## config.mk

```make
export PLATFORM = sky130hd
export DESIGN_NAME = nearest_neighbour_scaler_addr
export DESIGN_NICKNAME = d
export VERILOG_FILES = /design/src/rtl/nns_pkg.sv /design/src/rtl/nns_div.sv /design/src/rtl/nns_dpath.sv /design/src/rtl/nns_ctrl.sv /design/src/rtl/nearest_neighbour_scaler_addr.sv
export SDC_FILE = /design/constraint.sdc
export NUM_CORES = 2
export LEC_CHECK = 0
export BUFFER_PORTS_ARGS = -buffer_cell sky130_fd_sc_hd__buf_2
export CORE_ASPECT_RATIO = 0.6
export CORE_UTILIZATION = 45
export CTS_BUF_LIST = sky130_fd_sc_hd__clkbuf_16
export DETAILED_ROUTE_END_ITERATION = 16
export PLACE_DENSITY = 0.69
export SKIP_CTS_REPAIR_TIMING = 1
export SLEW_MARGIN = 20
export SYNTH_ARGS = -nofsm -noshare
export SYNTH_HDL_FRONTEND = slang
export SYNTH_SLANG_ARGS = --single-unit
```

## constraint.sdc

```tcl
create_clock -name clk -period 9.5 [get_ports clk]
set_input_delay 0.95 -clock clk [delete_from_list [all_inputs] [get_ports clk]]
set_output_delay 0.95 -clock clk [all_outputs]
set_load 0.02 [all_outputs]
```

## src/rtl/nns_pkg.sv

```systemverilog
`default_nettype none

package nns_pkg;

    // fixed field widths
    localparam int ADDR_W     = 32;
    localparam int DIM_W      = 13;
    localparam int PITCH_W    = 15;
    localparam int FRAC       = 16;
    localparam int STEP_W     = 29;
    localparam int CFG_IDX_W  = 3;
    localparam int CFG_DATA_W = 15;

    // input command codes
    localparam logic CMD_START = 1'b0;
    localparam logic CMD_NEXT  = 1'b1;

    // configuration register indexes
    typedef enum logic [CFG_IDX_W-1:0] {
        REG_SOURCE_WIDTH  = 3'd0,
        REG_SOURCE_HEIGHT = 3'd1,
        REG_TARGET_WIDTH  = 3'd2,
        REG_TARGET_HEIGHT = 3'd3,
        REG_KEEP_ASPECT   = 3'd4,
        REG_SOURCE_PITCH  = 3'd5,
        REG_TARGET_PITCH  = 3'd6
    } cfg_reg_t;

    // which quotient the shared divider works on
    typedef enum logic [1:0] {
        SEL_X_STEP = 2'd0,
        SEL_Y_STEP = 2'd1,
        SEL_FRAME_W = 2'd2,
        SEL_FRAME_H = 2'd3
    } div_sel_t;

    typedef struct packed {
        logic              cmd;
        logic [ADDR_W-1:0] src_base;
        logic [ADDR_W-1:0] dst_base;
    } in_word_t;

    typedef struct packed {
        logic [ADDR_W-1:0] src_addr;
        logic [ADDR_W-1:0] dst_addr;
        logic [DIM_W-1:0]  eff_width;
        logic [DIM_W-1:0]  eff_height;
        logic              last;
        logic              no_pixel;
    } out_word_t;

    // controller to datapath
    typedef struct packed {
        logic     latch;
        logic     div_go;
        div_sel_t div_sel;
        logic     step_wr;
        logic     step_copy;
        logic     frame_set;
        logic     mul;
        logic     emit;
    } ctrl_cmd_t;

    // datapath to controller
    typedef struct packed {
        logic div_busy;
        logic div_done;
        logic keep_aspect;
        logic x_lt_y;
        logic out_free;
    } dp_status_t;

endpackage

`default_nettype wire

```

## src/rtl/nns_div.sv

```systemverilog
`default_nettype none

module nns_div #(
    parameter int N = 29,
    parameter int D = 13
) (
    input  wire logic         clk,
    input  wire logic         rst_n,
    input  wire logic         go,
    input  wire logic [N-1:0] dividend,
    input  wire logic [D-1:0] divisor,
    output logic              busy,
    output logic              done,
    output logic [N-1:0]      quotient
);

    localparam int CNT_W = $clog2(N + 1);

    logic             busy_reg;
    logic             done_reg;
    logic [CNT_W-1:0] cnt_reg;
    logic [N-1:0]     quo_reg;
    logic [D:0]       rem_reg;
    logic [D-1:0]     dvs_reg;

    logic [D:0]       rem_shift;
    logic [D+1:0]     diff;

    // one quotient bit per cycle, restoring
    always_comb
    begin
        rem_shift = {rem_reg[D-1:0], quo_reg[N-1]};
        diff      = {1'b0, rem_shift} - {2'b00, dvs_reg};
    end

    // control
    always_ff @(posedge clk or negedge rst_n)
    begin
        if (!rst_n)
        begin
            busy_reg <= 1'b0;
            done_reg <= 1'b0;
            cnt_reg  <= '0;
        end
        else
        begin
            done_reg <= 1'b0;
            if (go)
            begin
                busy_reg <= 1'b1;
                cnt_reg  <= '0;
            end
            else if (busy_reg)
            begin
                cnt_reg <= cnt_reg + CNT_W'(1);
                if (cnt_reg == CNT_W'(N - 1))
                begin
                    busy_reg <= 1'b0;
                    done_reg <= 1'b1;
                end
            end
        end
    end

    // remainder and quotient shift
    always_ff @(posedge clk)
    begin
        if (go)
        begin
            quo_reg <= dividend;
            rem_reg <= '0;
            dvs_reg <= divisor;
        end
        else if (busy_reg)
        begin
            if (!diff[D+1])
            begin
                rem_reg <= diff[D:0];
                quo_reg <= {quo_reg[N-2:0], 1'b1};
            end
            else
            begin
                rem_reg <= rem_shift;
                quo_reg <= {quo_reg[N-2:0], 1'b0};
            end
        end
    end

    assign busy     = busy_reg;
    assign done     = done_reg;
    assign quotient = quo_reg;

endmodule

`default_nettype wire

```

## src/rtl/nns_dpath.sv

```systemverilog
`default_nettype none

module nns_dpath #(
    parameter int MAX_DIM = 4096
) (
    input  wire logic                                clk,
    input  wire logic                                rst_n,
    input  wire logic                                cfg_valid,
    input  wire logic [nns_pkg::CFG_IDX_W-1:0]       cfg_index,
    input  wire logic [nns_pkg::CFG_DATA_W-1:0]      cfg_data,
    input  wire nns_pkg::in_word_t                   in_data,
    input  wire nns_pkg::ctrl_cmd_t                  cmd,
    output nns_pkg::dp_status_t                      sts,
    output logic                                     out_valid,
    input  wire logic                                out_stall,
    output nns_pkg::out_word_t                       out_data
);

    localparam int FW     = $clog2(MAX_DIM + 1);
    localparam int AW     = nns_pkg::STEP_W + FW;
    localparam int DIM_W  = nns_pkg::DIM_W;
    localparam int STEP_W = nns_pkg::STEP_W;
    localparam int ADDR_W = nns_pkg::ADDR_W;
    localparam int FRAC   = nns_pkg::FRAC;

    // configuration registers
    logic [DIM_W-1:0]            cfg_sw_reg, cfg_sh_reg, cfg_dw_reg, cfg_dh_reg;
    logic                        keep_aspect_reg;
    logic [nns_pkg::PITCH_W-1:0] src_pitch_reg, dst_pitch_reg;

    // frame state
    logic [DIM_W-1:0]  sw_reg, sh_reg, dw_reg, dh_reg;
    logic [STEP_W-1:0] x_step_reg, y_step_reg;
    logic [FW-1:0]     frame_width_reg, frame_height_reg;
    logic [FW-1:0]     column_reg, row_reg;
    logic [AW-1:0]     x_accum_reg, y_accum_reg;
    logic [ADDR_W-1:0] src_origin_reg, dst_origin_reg;
    logic              frame_done_reg;
    nns_pkg::div_sel_t sel_reg;

    // products of the current row
    logic [ADDR_W-1:0] y_off_reg, d_off_reg;

    // output slot
    logic               out_valid_reg;
    nns_pkg::out_word_t out_reg;

    // divider
    logic [STEP_W-1:0] div_dividend;
    logic [DIM_W-1:0]  div_divisor;
    logic              div_busy, div_done;
    logic [STEP_W-1:0] div_q;

    logic [DIM_W-1:0]  clamp_sw, clamp_sh, clamp_dw, clamp_dh;
    logic [FW-1:0]     q_sat, fw_new, fh_new;
    logic [ADDR_W-1:0] x_int, y_int;
    logic [ADDR_W+nns_pkg::PITCH_W-1:0] y_prod;
    logic [FW+nns_pkg::PITCH_W-1:0]     d_prod;
    logic [FW-1:0]     col_inc, row_inc;
    logic              is_last, out_free;

    function automatic logic [DIM_W-1:0] clamp_dim(input logic [DIM_W-1:0] v);
        logic [DIM_W-1:0] r;
        r = v;
        if (v == '0)
            r = DIM_W'(1);
        else if (32'(v) > MAX_DIM)
            r = DIM_W'(MAX_DIM);
        return r;
    endfunction

    // size clamping for the start word
    always_comb
    begin
        clamp_sw = clamp_dim(cfg_sw_reg);
        clamp_sh = clamp_dim(cfg_sh_reg);
        clamp_dw = clamp_dim(cfg_dw_reg);
        clamp_dh = clamp_dim(cfg_dh_reg);
    end

    // divider operand select
    always_comb
    begin
        case (cmd.div_sel)
            nns_pkg::SEL_X_STEP:
            begin
                div_dividend = STEP_W'({sw_reg, FRAC'(0)});
                div_divisor  = dw_reg;
            end
            nns_pkg::SEL_Y_STEP:
            begin
                div_dividend = STEP_W'({sh_reg, FRAC'(0)});
                div_divisor  = dh_reg;
            end
            nns_pkg::SEL_FRAME_W:
            begin
                div_dividend = STEP_W'(sw_reg) * STEP_W'(dh_reg);
                div_divisor  = sh_reg;
            end
            default:
            begin
                div_dividend = STEP_W'(dw_reg) * STEP_W'(sh_reg);
                div_divisor  = sw_reg;
            end
        endcase
    end

    nns_div #(
        .N (STEP_W),
        .D (DIM_W)
    ) u_div (
        .clk      (clk),
        .rst_n    (rst_n),
        .go       (cmd.div_go),
        .dividend (div_dividend),
        .divisor  (div_divisor),
        .busy     (div_busy),
        .done     (div_done),
        .quotient (div_q)
    );

    // reduced size saturates at the maximum dimension
    always_comb
    begin
        q_sat  = (div_q > STEP_W'(MAX_DIM)) ? FW'(MAX_DIM) : FW'(div_q);
        fw_new = (sel_reg == nns_pkg::SEL_FRAME_W) ? q_sat : FW'(dw_reg);
        fh_new = (sel_reg == nns_pkg::SEL_FRAME_H) ? q_sat : FW'(dh_reg);
    end

    // pixel address terms
    always_comb
    begin
        x_int    = ADDR_W'(x_accum_reg >> FRAC);
        y_int    = ADDR_W'(y_accum_reg >> FRAC);
        y_prod   = y_int * src_pitch_reg;
        d_prod   = row_reg * dst_pitch_reg;
        col_inc  = column_reg + FW'(1);
        row_inc  = row_reg + FW'(1);
        is_last  = (col_inc == frame_width_reg) && (row_inc == frame_height_reg);
        out_free = !out_valid_reg || !out_stall;
    end

    // configuration writes
    always_ff @(posedge clk or negedge rst_n)
    begin
        if (!rst_n)
        begin
            cfg_sw_reg      <= DIM_W'(1);
            cfg_sh_reg      <= DIM_W'(1);
            cfg_dw_reg      <= DIM_W'(1);
            cfg_dh_reg      <= DIM_W'(1);
            keep_aspect_reg <= 1'b0;
            src_pitch_reg   <= '0;
            dst_pitch_reg   <= '0;
        end
        else if (cfg_valid)
        begin
            case (nns_pkg::cfg_reg_t'(cfg_index))
                nns_pkg::REG_SOURCE_WIDTH:  cfg_sw_reg      <= cfg_data[DIM_W-1:0];
                nns_pkg::REG_SOURCE_HEIGHT: cfg_sh_reg      <= cfg_data[DIM_W-1:0];
                nns_pkg::REG_TARGET_WIDTH:  cfg_dw_reg      <= cfg_data[DIM_W-1:0];
                nns_pkg::REG_TARGET_HEIGHT: cfg_dh_reg      <= cfg_data[DIM_W-1:0];
                nns_pkg::REG_KEEP_ASPECT:   keep_aspect_reg <= cfg_data[0];
                nns_pkg::REG_SOURCE_PITCH:  src_pitch_reg   <= cfg_data;
                nns_pkg::REG_TARGET_PITCH:  dst_pitch_reg   <= cfg_data;
                default:                    ;
            endcase
        end
    end

    // frame state
    always_ff @(posedge clk or negedge rst_n)
    begin
        if (!rst_n)
        begin
            x_step_reg       <= '0;
            y_step_reg       <= '0;
            frame_width_reg  <= '0;
            frame_height_reg <= '0;
            column_reg       <= '0;
            row_reg          <= '0;
            x_accum_reg      <= '0;
            y_accum_reg      <= '0;
            src_origin_reg   <= '0;
            dst_origin_reg   <= '0;
            frame_done_reg   <= 1'b1;
            sel_reg          <= nns_pkg::SEL_X_STEP;
        end
        else
        begin
            if (cmd.latch)
            begin
                src_origin_reg <= in_data.src_base;
                dst_origin_reg <= in_data.dst_base;
                column_reg     <= '0;
                row_reg        <= '0;
                x_accum_reg    <= '0;
                y_accum_reg    <= '0;
            end
            if (cmd.div_go)
                sel_reg <= cmd.div_sel;
            if (cmd.step_wr)
            begin
                if (sel_reg == nns_pkg::SEL_X_STEP)
                    x_step_reg <= div_q + STEP_W'(1);
                else
                    y_step_reg <= div_q + STEP_W'(1);
            end
            // common ratio is the larger one
            if (cmd.step_copy)
            begin
                if (x_step_reg < y_step_reg)
                    x_step_reg <= y_step_reg;
                else
                    y_step_reg <= x_step_reg;
            end
            if (cmd.frame_set)
            begin
                frame_width_reg  <= fw_new;
                frame_height_reg <= fh_new;
                frame_done_reg   <= (fw_new == '0) || (fh_new == '0);
            end
            // advance in raster order
            if (cmd.emit && !frame_done_reg)
            begin
                if (is_last)
                    frame_done_reg <= 1'b1;
                else if (col_inc >= frame_width_reg)
                begin
                    column_reg  <= '0;
                    x_accum_reg <= '0;
                    row_reg     <= row_inc;
                    y_accum_reg <= y_accum_reg + AW'(y_step_reg);
                end
                else
                begin
                    column_reg  <= col_inc;
                    x_accum_reg <= x_accum_reg + AW'(x_step_reg);
                end
            end
        end
    end

    // clamped sizes latched at start
    always_ff @(posedge clk)
    begin
        if (cmd.latch)
        begin
            sw_reg <= clamp_sw;
            sh_reg <= clamp_sh;
            dw_reg <= clamp_dw;
            dh_reg <= clamp_dh;
        end
    end

    // row offset products
    always_ff @(posedge clk)
    begin
        if (cmd.mul)
        begin
            y_off_reg <= ADDR_W'(y_prod);
            d_off_reg <= ADDR_W'(d_prod);
        end
    end

    // output slot valid
    always_ff @(posedge clk or negedge rst_n)
    begin
        if (!rst_n)
            out_valid_reg <= 1'b0;
        else if (cmd.emit)
            out_valid_reg <= 1'b1;
        else if (!out_stall)
            out_valid_reg <= 1'b0;
    end

    // output word
    always_ff @(posedge clk)
    begin
        if (cmd.emit)
        begin
            out_reg.eff_width  <= DIM_W'(frame_width_reg);
            out_reg.eff_height <= DIM_W'(frame_height_reg);
            if (frame_done_reg)
            begin
                out_reg.src_addr <= '0;
                out_reg.dst_addr <= '0;
                out_reg.last     <= 1'b0;
                out_reg.no_pixel <= 1'b1;
            end
            else
            begin
                out_reg.src_addr <= src_origin_reg + {x_int[ADDR_W-2:0], 1'b0} + y_off_reg;
                out_reg.dst_addr <= dst_origin_reg + (ADDR_W'(column_reg) << 1) + d_off_reg;
                out_reg.last     <= is_last;
                out_reg.no_pixel <= 1'b0;
            end
        end
    end

    always_comb
    begin
        sts.div_busy    = div_busy;
        sts.div_done    = div_done;
        sts.keep_aspect = keep_aspect_reg;
        sts.x_lt_y      = x_step_reg < y_step_reg;
        sts.out_free    = out_free;
    end

    assign out_valid = out_valid_reg;
    assign out_data  = out_reg;

`ifndef NO_ASSERTIONS
    // a new word never overwrites one still waiting
    a_emit_free: assert property (@(posedge clk) disable iff (!rst_n)
        cmd.emit |-> out_free)
        else $error("emit into occupied output slot");

    // divider is never restarted mid-division
    a_div_idle: assert property (@(posedge clk) disable iff (!rst_n)
        cmd.div_go |-> !div_busy)
        else $error("divider started while busy");

    // latched frame sizes stay within the maximum dimension
    a_frame_size: assert property (@(posedge clk) disable iff (!rst_n)
        cmd.frame_set |=> (32'(frame_width_reg) <= MAX_DIM)
                          && (32'(frame_height_reg) <= MAX_DIM))
        else $error("frame size above maximum");

    // the final pixel closes the frame
    a_last_done: assert property (@(posedge clk) disable iff (!rst_n)
        (cmd.emit && !frame_done_reg && is_last) |=> frame_done_reg)
        else $error("frame still open after last pixel");

    // a no_pixel word carries zero addresses and no last mark
    a_no_pixel: assert property (@(posedge clk) disable iff (!rst_n)
        (out_valid_reg && out_reg.no_pixel)
            |-> (out_reg.src_addr == '0) && (out_reg.dst_addr == '0) && !out_reg.last)
        else $error("no_pixel word with address fields set");
`endif

endmodule

`default_nettype wire

```

## src/rtl/nns_ctrl.sv

```systemverilog
`default_nettype none

module nns_ctrl (
    input  wire logic                clk,
    input  wire logic                rst_n,
    input  wire logic                in_valid,
    input  wire logic                in_cmd,
    output logic                     in_stall,
    input  wire nns_pkg::dp_status_t sts,
    output nns_pkg::ctrl_cmd_t       cmd
);

    typedef enum logic [3:0] {
        S_IDLE,
        S_XGO,
        S_XWAIT,
        S_YGO,
        S_YWAIT,
        S_ASPECT,
        S_FWAIT,
        S_MUL,
        S_EMIT
    } state_t;

    state_t state_reg, state_next;
    logic   in_stall_reg;
    logic   accept;

    assign accept = in_valid && !in_stall_reg;

    // next state and datapath commands
    always_comb
    begin
        state_next = state_reg;
        cmd        = '0;
        cmd.div_sel = nns_pkg::SEL_X_STEP;
        case (state_reg)
            S_IDLE:
            begin
                if (accept)
                begin
                    if (in_cmd == nns_pkg::CMD_START)
                    begin
                        cmd.latch  = 1'b1;
                        state_next = S_XGO;
                    end
                    else
                        state_next = S_MUL;
                end
            end
            S_XGO:
            begin
                cmd.div_go  = 1'b1;
                cmd.div_sel = nns_pkg::SEL_X_STEP;
                state_next  = S_XWAIT;
            end
            S_XWAIT:
            begin
                if (sts.div_done)
                begin
                    cmd.step_wr = 1'b1;
                    state_next  = S_YGO;
                end
            end
            S_YGO:
            begin
                cmd.div_go  = 1'b1;
                cmd.div_sel = nns_pkg::SEL_Y_STEP;
                state_next  = S_YWAIT;
            end
            S_YWAIT:
            begin
                if (sts.div_done)
                begin
                    cmd.step_wr = 1'b1;
                    state_next  = S_ASPECT;
                end
            end
            S_ASPECT:
            begin
                if (sts.keep_aspect)
                begin
                    // shrink the axis whose ratio was smaller
                    cmd.step_copy = 1'b1;
                    cmd.div_go    = 1'b1;
                    cmd.div_sel   = sts.x_lt_y ? nns_pkg::SEL_FRAME_W
                                               : nns_pkg::SEL_FRAME_H;
                    state_next    = S_FWAIT;
                end
                else
                begin
                    cmd.frame_set = 1'b1;
                    state_next    = S_MUL;
                end
            end
            S_FWAIT:
            begin
                if (sts.div_done)
                begin
                    cmd.frame_set = 1'b1;
                    state_next    = S_MUL;
                end
            end
            S_MUL:
            begin
                cmd.mul    = 1'b1;
                state_next = S_EMIT;
            end
            S_EMIT:
            begin
                if (sts.out_free)
                begin
                    cmd.emit   = 1'b1;
                    state_next = S_IDLE;
                end
            end
            default:
            begin
                state_next = S_IDLE;
            end
        endcase
    end

    // state and input stall
    always_ff @(posedge clk or negedge rst_n)
    begin
        if (!rst_n)
        begin
            state_reg    <= S_IDLE;
            in_stall_reg <= 1'b0;
        end
        else
        begin
            state_reg    <= state_next;
            in_stall_reg <= (state_next != S_IDLE);
        end
    end

    assign in_stall = in_stall_reg;

endmodule

`default_nettype wire

```

## src/rtl/nearest_neighbour_scaler_addr.sv

```systemverilog
`default_nettype none

// channel | direction | handshake               | payload
// in      | input     | in_valid / in_stall     | in_data  (cmd, src_base, dst_base)
// out     | output    | out_valid / out_stall   | out_data (src_addr, dst_addr, eff_width,
//         |           |                         |           eff_height, last, no_pixel)
// cfg     | input     | cfg_valid / cfg_ready   | cfg_index, cfg_data
//
// next word: accept (S_IDLE), row offset multiply (S_MUL), address add into output register (S_EMIT)
// start word: the shared divider resolves one quotient bit per cycle for each ratio and, with
//   keep_aspect, the reduced size
// one word in flight; the next word is accepted while a result waits in the output register
// out_stall holds the output register; the block then waits before loading the next result
// rst_n clears control state asynchronously; sizes reset to 1, pitches and keep_aspect to 0

module nearest_neighbour_scaler_addr #(
    parameter int MAX_DIM = 4096
) (
    input  wire logic                           clk,
    input  wire logic                           rst_n,
    input  wire logic                           in_valid,
    output logic                                in_stall,
    input  wire nns_pkg::in_word_t              in_data,
    output logic                                out_valid,
    input  wire logic                           out_stall,
    output nns_pkg::out_word_t                  out_data,
    input  wire logic                           cfg_valid,
    output logic                                cfg_ready,
    input  wire logic [nns_pkg::CFG_IDX_W-1:0]  cfg_index,
    input  wire logic [nns_pkg::CFG_DATA_W-1:0] cfg_data
);

    nns_pkg::ctrl_cmd_t  cmd;
    nns_pkg::dp_status_t sts;

    // registers always take a write
    assign cfg_ready = 1'b1;

    nns_ctrl u_ctrl (
        .clk      (clk),
        .rst_n    (rst_n),
        .in_valid (in_valid),
        .in_cmd   (in_data.cmd),
        .in_stall (in_stall),
        .sts      (sts),
        .cmd      (cmd)
    );

    nns_dpath #(
        .MAX_DIM (MAX_DIM)
    ) u_dpath (
        .clk       (clk),
        .rst_n     (rst_n),
        .cfg_valid (cfg_valid),
        .cfg_index (cfg_index),
        .cfg_data  (cfg_data),
        .in_data   (in_data),
        .cmd       (cmd),
        .sts       (sts),
        .out_valid (out_valid),
        .out_stall (out_stall),
        .out_data  (out_data)
    );

endmodule

`default_nettype wire

```

==> impl_metrics.ini <==
[run_status]
status = finished clean

[clock_tree]
clk_latency_ps = 700
cts_sinks = 616
clkTransAtPathRegs_ps = 70
cts_root_buffer = clkbuf_16
htree_levels = 3
numCtsBuffers = 71
cts_buffer_depth = 3
cts_tree = done

[yosys]
synthDistinctLibCells = 105
synthTopCellsByCount = nand2_1 (976), inv_1 (881), fa_1 (705), ha_1 (478), and2_1 (404)
syn_avg_cell_area_sq_um = 9.44
synth_edf_count = 246
synth_ff_type = dfrtp_1
postSynthCellCount = 6509
yosysMostFrequentCell = nand2_1
async_reset_ff_share_pct = 58.0
netlist_area_sq_um = 61500
yosys_warnings = 0
synth.area.top_cells = fa_1 (23%), dfrtp_1 (14%), edfxtp_1 (12%)
yosysTopAreaCell = fa_1
syn_nets = 7780
ys_seq_area_share_pct = 27.0
synth_top_cell_area_share_pct = 23.0
ys_ff_latch = 616

[grt]
grt-busiest-layer = met1
use_met3_pct = 6.50
grt_util_met1_pct = 37.4
first_global_vias = 45700
grtUsageTotal_pct = 25.0
grt_max_degree = 161
antenna_found_initial = 11
grt_use_met2_pct = 35.2
overflow = 0
grt_pass1_wl_um = 268000

[power]
power.density_nw_per_um2 = 209
pwr-share-seq_pct = 30.8
p_leak_nw = 31.4
vdd_drop_max_mv = 0.662
power_switching_mw = 6.16
p_int_mw = 7.66
clkPwrFrac_pct = 20.8
p_comb_share_pct = 48.4
power_mw = 13.8
switching_share_pct = 44.6

[final_layout]
drive_gt1_share_pct = 7.30
final_nets = 7765
finalNonFillerCells = 8363
final_cell_area_sq_um = 66200
largest_reg_flops = 92
syn2layout_area_growth_pct = 7.72

[die]
dieArea_sq_um = 138000
start_util_pct = 45.6
io_pins = 183
core_area_sq_um = 135000
rows = 104
dieHeight_um = 288
die_width_um = 479

[sta]
fin_crit_ps = 6930
finalWorstSetupSlack_ps = 2570
fmax_ghz = 0.144
relSlewSlack_pct = 24.9
period_share_pct = 72.9
finalMaxSlewViolations = 0
setup_viol = 0
rsz0062_at_grt = no
hold_violations = 0
tns_ps = 0
clock-skew-final_ps = 42.6
worst_pin_slew_ps = 1120

[setup_path]
critPathMaxStageDelay_ps = 1010
crit_path_cell_trace = nand2_1 > fa_1 > fa_1 > inv_1 > fa_1 > fa_1 > fa_1 > inv_1 > fa_1 > inv_1 > ha_1 > a21o_1 > a21oi_1 > o21ai_1 > a21o_1 > a21o_1 > a2111oi_0 > nor2_1 > a211o_1 > a21oi_1 > xnor2_1
reg2reg_to = u_dpath.y_off_reg[30]$_DFFE_PN_
cp_num_buf_inv = 3
reg2reg_from = u_dpath.src_pitch_reg[7]$_DFFE_PN0P_
cp_num_cells = 21
r2r_cells = 21
path_max_fanout = 26
slowest_stage = dfrtp_1
ff2ff_setup_slack_ps = 2570
arrival_ps = 7350
end_kind = flop
criticalPathCategory = flop to flop
required_ps = 9930
crit_family = adder cells
crit_path_start_kind = flop
cpMostUsedCell = fa_1

[place]
place_area_sq_um = 63800
pre_cts_ws_ps = 2570
portBuffers = 181
dp_hpwl_um = 131000
place_congestion = 0.984
numPlacedInstances = 8223

[hold_path]
hold_path_class = input port to asynchronous set/reset pin

[route]
remaining_drc_errors = 0
drtPass1Iterations = 6
drt_iter0_markers = 3989
num_vias = 46200
detail-route-antenna-nets = 0
wl_um = 170000
via_per_inst = 5.53
wl_per_cell_um = 20.3

[flow_run]
maxCapViolations = 0
-- placed cells by master, fill, tap and decap left out, types with 180 or more instances in the layout --
master    synthesis  final
and2_1          404    402
inv_1           881    890
dfrtp_1         352    352
ha_1            478    478
edfxtp_1        246    246
fa_1            705    705
nor2_1          254    251
a21oi_1         282    280
buf_2            37    180
nand2_1         976    976
-- power by group through the flow --
stage | clock [mW] | combinational (mW) | sequential [mW]
floorplan | 0 | 5.01 | 3.72
global placement | 0 | 6.39 | 4.24
detailed placement | 0 | 6.52 | 4.27
CTS | 2.93 | 6.57 | 4.22
global route | 3.03 | 7.38 | 4.32
finish | 2.88 | 6.69 | 4.26
-- logic make-up (layout without fill, tap and decap cells) --
kind of cell	after synthesis	count (layout)	share of synthesized area, %
adder cells (fa/ha/maj)	1183	1183	32.7
buffers and inverters	1191	1233	7.41
flip-flops	616	616	27.0
AO/OA/AOI/OAI	980	980	10.2
multiplexers	134	134	2.36
XOR/XNOR	266	266	3.79
other	1	11	0.00610
AND/OR/NAND/NOR	2138	2138	16.5
-- layout make-up --
type / count / area (sq um)
Clock inverter: 55 / 483
Tap cell: 1802 / 2250
Multi-Input combinational cell: 4702 / 40400
Antenna cell: 10 / 25.0
Fill cell: 12500 / 68600
Inverter: 882 / 3310
Timing Repair Buffer: 221 / 1230
Sequential cell: 616 / 16600
Clock buffer: 75 / 1880
-- per-stage QoR --
step / util [%] / hold WS [ps]
after floorplan: - / 425
after global placement: 47.3 / 436
after detailed placement: 47.3 / 435
after CTS: 49.1 / 325
after global routing: 49.1 / 378
final: 49.1 / 332
-- worst max-delay path by stage --
stage / start / to / slack (ps)
3_3_place_gp: u_dpath.src_pitch_reg[6]$_DFFE_PN0P_ / u_dpath.y_off_reg[30]$_DFFE_PN_ / 2640
5_1_grt: u_dpath.src_pitch_reg[7]$_DFFE_PN0P_ / u_dpath.y_off_reg[30]$_DFFE_PN_ / 2060
2_1_floorplan: out_stall / u_dpath.x_accum_reg[30]$_DFF_PN0_ / 2330
6_report: u_dpath.src_pitch_reg[7]$_DFFE_PN0P_ / u_dpath.y_off_reg[30]$_DFFE_PN_ / 2570
3_5_place_dp: u_dpath.src_pitch_reg[6]$_DFFE_PN0P_ / u_dpath.y_off_reg[30]$_DFFE_PN_ / 2570
4_1_cts: u_dpath.src_pitch_reg[6]$_DFFE_PN0P_ / u_dpath.y_off_reg[30]$_DFFE_PN_ / 2550
-- metal layers --
layer	share of wire [%]	wire length (um)
met1	46	78800
met2	41	69400
met3	9.8	16700
met4	2.9	4970
met5	0.019	33
(Power assumes the default switching activity.)
